## config.mk

```make
export PLATFORM = sky130hd
export DESIGN_NAME = sorted_insertion_list_unit
export DESIGN_NICKNAME = d
export VERILOG_FILES = /design/src/rtl/core/sil_pkg.sv /design/src/rtl/core/sil_cell.sv /design/src/rtl/core/sorted_insertion_list_unit.sv
export SDC_FILE = /design/constraint.sdc
export NUM_CORES = 2
export LEC_CHECK = 0
export CORE_AREA = 2 2 384 386
export DETAILED_ROUTE_END_ITERATION = 16
export DIE_AREA = 0 0 386 388
export DONT_BUFFER_PORTS = 1
export PLACE_DENSITY = 0.48
export SLEW_MARGIN = 25
export SYNTH_ARGS = -nofsm -noshare
export SYNTH_HDL_FRONTEND = slang
export SYNTH_SLANG_ARGS = --single-unit
```

## constraint.sdc

```tcl
create_clock -name clk -period 6.95 [get_ports clk]
set_input_delay 1.39 -clock clk [delete_from_list [all_inputs] [get_ports clk]]
set_output_delay 1.39 -clock clk [all_outputs]
set_load 0.02 [all_outputs]
```

## src/rtl/core/sil_pkg.sv

```systemverilog
package sil_pkg;

  localparam int DATA_W       = 32;
  localparam int CAPACITY_DEF = 16;

  typedef enum logic [1:0] {
    ST_INSERTED = 2'd0,
    ST_FULL     = 2'd1,
    ST_ELEMENT  = 2'd2,
    ST_EMPTY    = 2'd3
  } sil_status_t;

  typedef enum logic {
    CMD_INSERT  = 1'b0,
    CMD_DISPLAY = 1'b1
  } sil_cmd_t;

  typedef enum logic {
    FSM_IDLE = 1'b0,
    FSM_LIST = 1'b1
  } sil_state_t;

  // Broadcast from the controller to every cell of the chain.
  typedef struct packed {
    logic                     insert;
    logic                     rotate;
    logic signed [DATA_W-1:0] value;
  } sil_cell_ctrl_t;

endpackage

```

## src/rtl/core/sil_cell.sv

```systemverilog
module sil_cell
  import sil_pkg::*;
(
  input  logic                     clk,
  input  sil_cell_ctrl_t           ctrl,
  input  logic                     occupied,
  input  logic                     at_count,
  input  logic                     at_end,
  input  logic                     left_gt,
  input  logic signed [DATA_W-1:0] left_val,
  input  logic signed [DATA_W-1:0] right_val,
  input  logic signed [DATA_W-1:0] wrap_val,
  output logic                     gt,
  output logic signed [DATA_W-1:0] val
);

  logic signed [DATA_W-1:0] val_next;

  // Entries strictly greater than the new value move up one cell, so an
  // equal value stays below the new one.
  assign gt = occupied && (val > ctrl.value);

  always_comb begin
    val_next = val;
    if (ctrl.insert) begin
      if (left_gt) begin
        val_next = left_val;
      end else if (gt || at_count) begin
        val_next = ctrl.value;
      end
    end else if (ctrl.rotate && occupied) begin
      // The occupied part of the chain turns one step toward cell zero.
      val_next = at_end ? wrap_val : right_val;
    end
  end

  always_ff @(posedge clk) begin
    val <= val_next;
  end

endmodule

```

## src/rtl/core/sorted_insertion_list_unit.sv

```systemverilog
// Insert: the status word of a taken word appears on the output register the next cycle;
// inserts can follow every cycle while the output drains.
// Display of N entries: once the FSM is in the listing state, elements load one per cycle
// while the output drains as the cells rotate; the next word is taken after the last loads.
// Reset (rst, synchronous) empties the list and the output register; the cell
// contents are left as they are and are never read until written again.
module sorted_insertion_list_unit
  import sil_pkg::*;
#(
  parameter int CAPACITY = CAPACITY_DEF
) (
  input  logic              clk,
  input  logic              rst,
  input  logic              s_tvalid,
  output logic              s_tready,
  input  logic [DATA_W-1:0] s_tdata,   // [31:0] value
  input  logic              s_tuser,   // [0] command
  output logic              m_tvalid,
  input  logic              m_tready,
  output logic [DATA_W-1:0] m_tdata,   // [31:0] element
  output logic [1:0]        m_tuser,   // [1:0] status
  output logic              m_tlast
);

  localparam int CW = $clog2(CAPACITY + 1);
  localparam int IW = $clog2(CAPACITY);

  sil_state_t               state, state_next;
  logic [CW-1:0]            cnt, cnt_next;
  logic [IW-1:0]            idx, idx_next;
  sil_cell_ctrl_t           ctrl;
  logic                     can_load;
  logic                     load;
  logic                     full;
  logic                     accept;
  logic                     last_idx;
  logic [1:0]               out_status;
  logic [DATA_W-1:0]        out_element;
  logic                     out_last;

  logic                     gt_v   [CAPACITY];
  logic signed [DATA_W-1:0] val_v  [CAPACITY];

  assign can_load = !m_tvalid || m_tready;
  assign full     = (cnt == CW'(CAPACITY));
  assign accept   = s_tvalid && s_tready;
  assign last_idx = (CW'(idx) == CW'(cnt - CW'(1)));

  genvar g;
  generate
    for (g = 0; g < CAPACITY; g++) begin : g_cell
      sil_cell u_cell (
        .clk      (clk),
        .ctrl     (ctrl),
        .occupied (cnt > CW'(g)),
        .at_count (cnt == CW'(g)),
        .at_end   (cnt == CW'(g + 1)),
        .left_gt  ((g == 0) ? 1'b0 : gt_v[(g == 0) ? 0 : g - 1]),
        .left_val (val_v[(g == 0) ? 0 : g - 1]),
        .right_val(val_v[(g == CAPACITY - 1) ? 0 : g + 1]),
        .wrap_val (val_v[0]),
        .gt       (gt_v[g]),
        .val      (val_v[g])
      );
    end
  endgenerate

  // Next state.
  always_comb begin
    state_next = state;
    unique case (state)
      FSM_IDLE: begin
        if (accept && (sil_cmd_t'(s_tuser) == CMD_DISPLAY) && (cnt != '0)) begin
          state_next = FSM_LIST;
        end
      end
      FSM_LIST: begin
        if (can_load && last_idx) begin
          state_next = FSM_IDLE;
        end
      end
      default: state_next = FSM_IDLE;
    endcase
  end

  // Outputs and datapath control.
  always_comb begin
    s_tready    = 1'b0;
    load        = 1'b0;
    out_status  = ST_INSERTED;
    out_element = '0;
    out_last    = 1'b1;
    ctrl.insert = 1'b0;
    ctrl.rotate = 1'b0;
    ctrl.value  = s_tdata;
    cnt_next    = cnt;
    idx_next    = idx;
    unique case (state)
      FSM_IDLE: begin
        s_tready = can_load;
        idx_next = '0;
        if (accept) begin
          if (sil_cmd_t'(s_tuser) == CMD_INSERT) begin
            load = 1'b1;
            if (full) begin
              out_status = ST_FULL;
            end else begin
              out_status  = ST_INSERTED;
              ctrl.insert = 1'b1;
              cnt_next    = cnt + CW'(1);
            end
          end else if (cnt == '0) begin
            load       = 1'b1;
            out_status = ST_EMPTY;
          end
        end
      end
      FSM_LIST: begin
        if (can_load) begin
          load        = 1'b1;
          out_status  = ST_ELEMENT;
          out_element = val_v[0];
          out_last    = last_idx;
          ctrl.rotate = 1'b1;
          idx_next    = idx + IW'(1);
        end
      end
      default: ;
    endcase
  end

  always_ff @(posedge clk) begin
    if (rst) begin
      state    <= FSM_IDLE;
      cnt      <= '0;
      idx      <= '0;
      m_tvalid <= 1'b0;
    end else begin
      state <= state_next;
      cnt   <= cnt_next;
      idx   <= idx_next;
      if (load) begin
        m_tvalid <= 1'b1;
      end else if (m_tready) begin
        m_tvalid <= 1'b0;
      end
    end
  end

  always_ff @(posedge clk) begin
    if (load) begin
      m_tdata <= out_element;
      m_tuser <= out_status;
      m_tlast <= out_last;
    end
  end

`ifndef SYNTHESIS
  a_cnt_bound: assert property (@(posedge clk) disable iff (rst)
    cnt <= CW'(CAPACITY))
    else $error("entry count above capacity");

  a_list_nonempty: assert property (@(posedge clk) disable iff (rst)
    (state == FSM_LIST) |-> (cnt != '0))
    else $error("listing an empty store");

  a_insert_grows: assert property (@(posedge clk) disable iff (rst)
    (accept && (sil_cmd_t'(s_tuser) == CMD_INSERT) && !full) |=> (cnt == $past(cnt) + CW'(1)))
    else $error("insert did not grow the list");

  a_full_holds: assert property (@(posedge clk) disable iff (rst)
    (accept && (sil_cmd_t'(s_tuser) == CMD_INSERT) && full) |=> $stable(cnt))
    else $error("dropped insert changed the count");

  a_list_no_accept: assert property (@(posedge clk) disable iff (rst)
    (state == FSM_LIST) |-> !s_tready)
    else $error("word accepted during listing");
`endif

endmodule

```

==> results.json <==
{
  "cp_cell_sequence": "inv_1 -> buf_4 -> ha_1 -> nand4_1 -> nor4_1 -> o31ai_1 -> and3_1 -> o21a_2 -> a211oi_1 -> o22ai_4 -> buf_12",
  "drive_gt1_share_pct": 9.705,
  "seq_area_frac_synth_pct": 38.29,
  "max_cap_viol_count": 0,
  "layout_common_cells": "edfxtp_1 (547), ha_1 (517), nand2_1 (392)",
  "critPathLaunchType": "primary input",
  "grt_pass1_vias": 35910,
  "dp_hpwl_um": 125900,
  "max_slew_margin_pct": 26.02,
  "drt_first_pass_iters": 5,
  "min_period_ns": 5.605,
  "utilization_pct": 33.16,
  "grt_max_degree": 146,
  "areaGrowthSynthToFinish_pct": 10.77,
  "hold_path_class": "register to register",
  "diodes": 0,
  "synth.largest_area_cell": "edfxtp_1",
  "htreeDepth": 3,
  "finalSetupViolCount": 0,
  "rsz0062_at_grt": "no",
  "crit_arrival_ns": 6.02,
  "clock-skew-final_ns": 0.02117,
  "antenna_found_initial": 1,
  "tns_ns": 0,
  "die_h_um": 388,
  "peakVddDrop_uv": 153.3,
  "dieWidth_um": 386,
  "synth_edf_count": 547,
  "grt_pass1_wl_um": 248900,
  "post_cts_resized": 0,
  "cts_setup_buffers": 0,
  "clk_pin_slew_worst_paths_ns": 0.06,
  "post-route-period-util_pct": 80.65,
  "hold_viol": 0,
  "fill_cells": 14780,
  "floorplan.rows": 140,
  "cts_hold_buf": 0,
  "port_buffers": 0,
  "clk_latency_ns": 0.67,
  "clock-sinks": 558,
  "mostFrequentLayoutCell": "edfxtp_1",
  "cts_tree": "yes",
  "async_flop_share_pct": 0,
  "first_iter_violations": 3354,
  "ys.flop_type": "edfxtp_1",
  "clk_root_buffer_cell": "clkbuf_16",
  "yosys-top-cells-area": "edfxtp_1 (38%), ha_1 (15%), mux2i_1 (8.1%), a21oi_1 (3.8%), nand2_1 (3.4%)",
  "critical_path_class": "primary input to register",
  "ys.warnings.count": 0,
  "cts_buffer_depth": 3,
  "finalMaxSlewViolations": 0,
  "cp_max_fo": 17,
  "ys_seq_elements": 558,
  "start_util_pct": 29.94,
  "gp_congestion": 0.9082,
  "syn_inst": 4363,
  "design.core.area_um2": 145200,
  "avgRoutedWirePerCell_um": 27.27,
  "vias": 36580,
  "routed_wl_um": 168900,
  "drc": 0,
  "synth.distinct_cells": 76,
  "grt_usage_pct": 22.02,
  "syn_avg_cell_area_um2": 9.965,
  "slowest_delay_ns": 0.97,
  "ant_nets": 0,
  "worstSetupEndpointType": "register",
  "die_area_um2": 149800,
  "avgViaCountPerCell": 5.906,
  "syn-num-nets": 4918,
  "worst_path_max_delay_cell": "nor4_1",
  "worst_slew_pin_slew_ns": 1.100,
  "grt_overflow_total": 0,
  "cts_buffers": 71,
  "synth_top_area_share_pct": 37.78,
  "synth_area_um2": 43480,
  "p_leak_uw": 0.01854,
  "fmax_mhz": 178.4,
  "fin_nets": 4779,
  "powerDensity_nw_per_um2": 199.5,
  "outcome": "completed",
  "worst_ep_required_time_ns": 7.36,
  "io-pin-count": 74
}
-- critical path: cells and delay by family --
kind	cells	cell delay, ns
and+or+nand+nor	3	1.47
adders and majority gates	1	0.20
AOI/OAI and AO/OA	4	1.79
buffers and inverters	3	1.13
-- power breakdown --
part | internal (uW) | switching (uW)
Sequential | 3910 | 234
Combinational | 592 | 1050
Clock | 2180 | 1640
Total | 6680 | 2930
-- worst paths after layout --
check	startpoint	to	slack (ns)	cells after the start
max	s_tdata[30]	g_cell[7].u_cell.val[27]	1.34	11
min	idx[3]	idx[3]	0.55	2
max reg2reg	g_cell[0].u_cell.val[31]	g_cell[0].u_cell.val[9]	1.86	10
min reg2reg	idx[3]	idx[3]	0.55	2
-- synthesized netlist by cell type, types with 50 or more instances --
master    instances
inv_1            67
nor4_1           89
nand3_1          86
o21ai_0         224
ha_1            518
nor2_1          293
a221oi_1         73
nor2b_1          50
buf_2            57
a21oi_1         333
nor3_1          114
mux2_2          125
a211oi_1         83
nand2_1         398
a221o_1          74
and3_1           72
nand4_1         108
a21o_1           62
mux2i_1         352
a211o_1         102
edfxtp_1        547
clkbuf_1        227
-- logic make-up after synthesis --
logic type,Yosys count,synth area share [%]
simple gates,1272,13.93
compound gates,1117,17.17
flops,558,38.29
fa+ha+maj,518,14.91
mux,478,11.38
buf+inv,404,4.009
xor+xnor,16,0.3223
-- state kept, by name, summed over array words and instances, names as in the netlist --
name               flops
state                  1
idx                    4
m_tdata               32
m_tvalid               1
m_tuser                2
g_cell.u_cell.val    512
cnt                    5
m_tlast                1
-- final cells by class --
cell class	instances	area (um^2)	area share [%]
clock buffers	90	1922	3.991
clock inverters	35	341.6	0.7093
inverters	67	251.5	0.5222
multi-input cells	3401	25460	52.86
flip-flops and latches	558	16650	34.56
well taps	1917	2399	4.980
repair buffers	125	1141	2.369
-- metal layers --
metal  vias up  global-route usage [%]  part of all wire [%]
li1      16650                       -                     -
met1     18350                   30.06                    44
met2      1295                   35.85                    47
met3       288                   3.102                   5.5
met4         0                   6.594                   3.1
met5         -                       0                     0
-- stage by stage --
step | setup WS [ns] | cell area (um^2) | total power, uW | std cells | hold WS, ns
final | 1.345 | 48160 | 9607 | 6193 | 0.5508
after floorplan | 0.6204 | 43480 | 5242 | 4363 | 0.4993
after CTS | 1.626 | 48040 | 9644 | 6189 | 0.5507
after global placement | 0.9144 | 45680 | 5793 | 6061 | 0.5277
after global routing | 1.287 | 48160 | 9964 | 6193 | 0.5880
after detailed placement | 0.9864 | 45780 | 5822 | 6064 | 0.5319
Note: power is estimated with default switching activity, not from simulation.
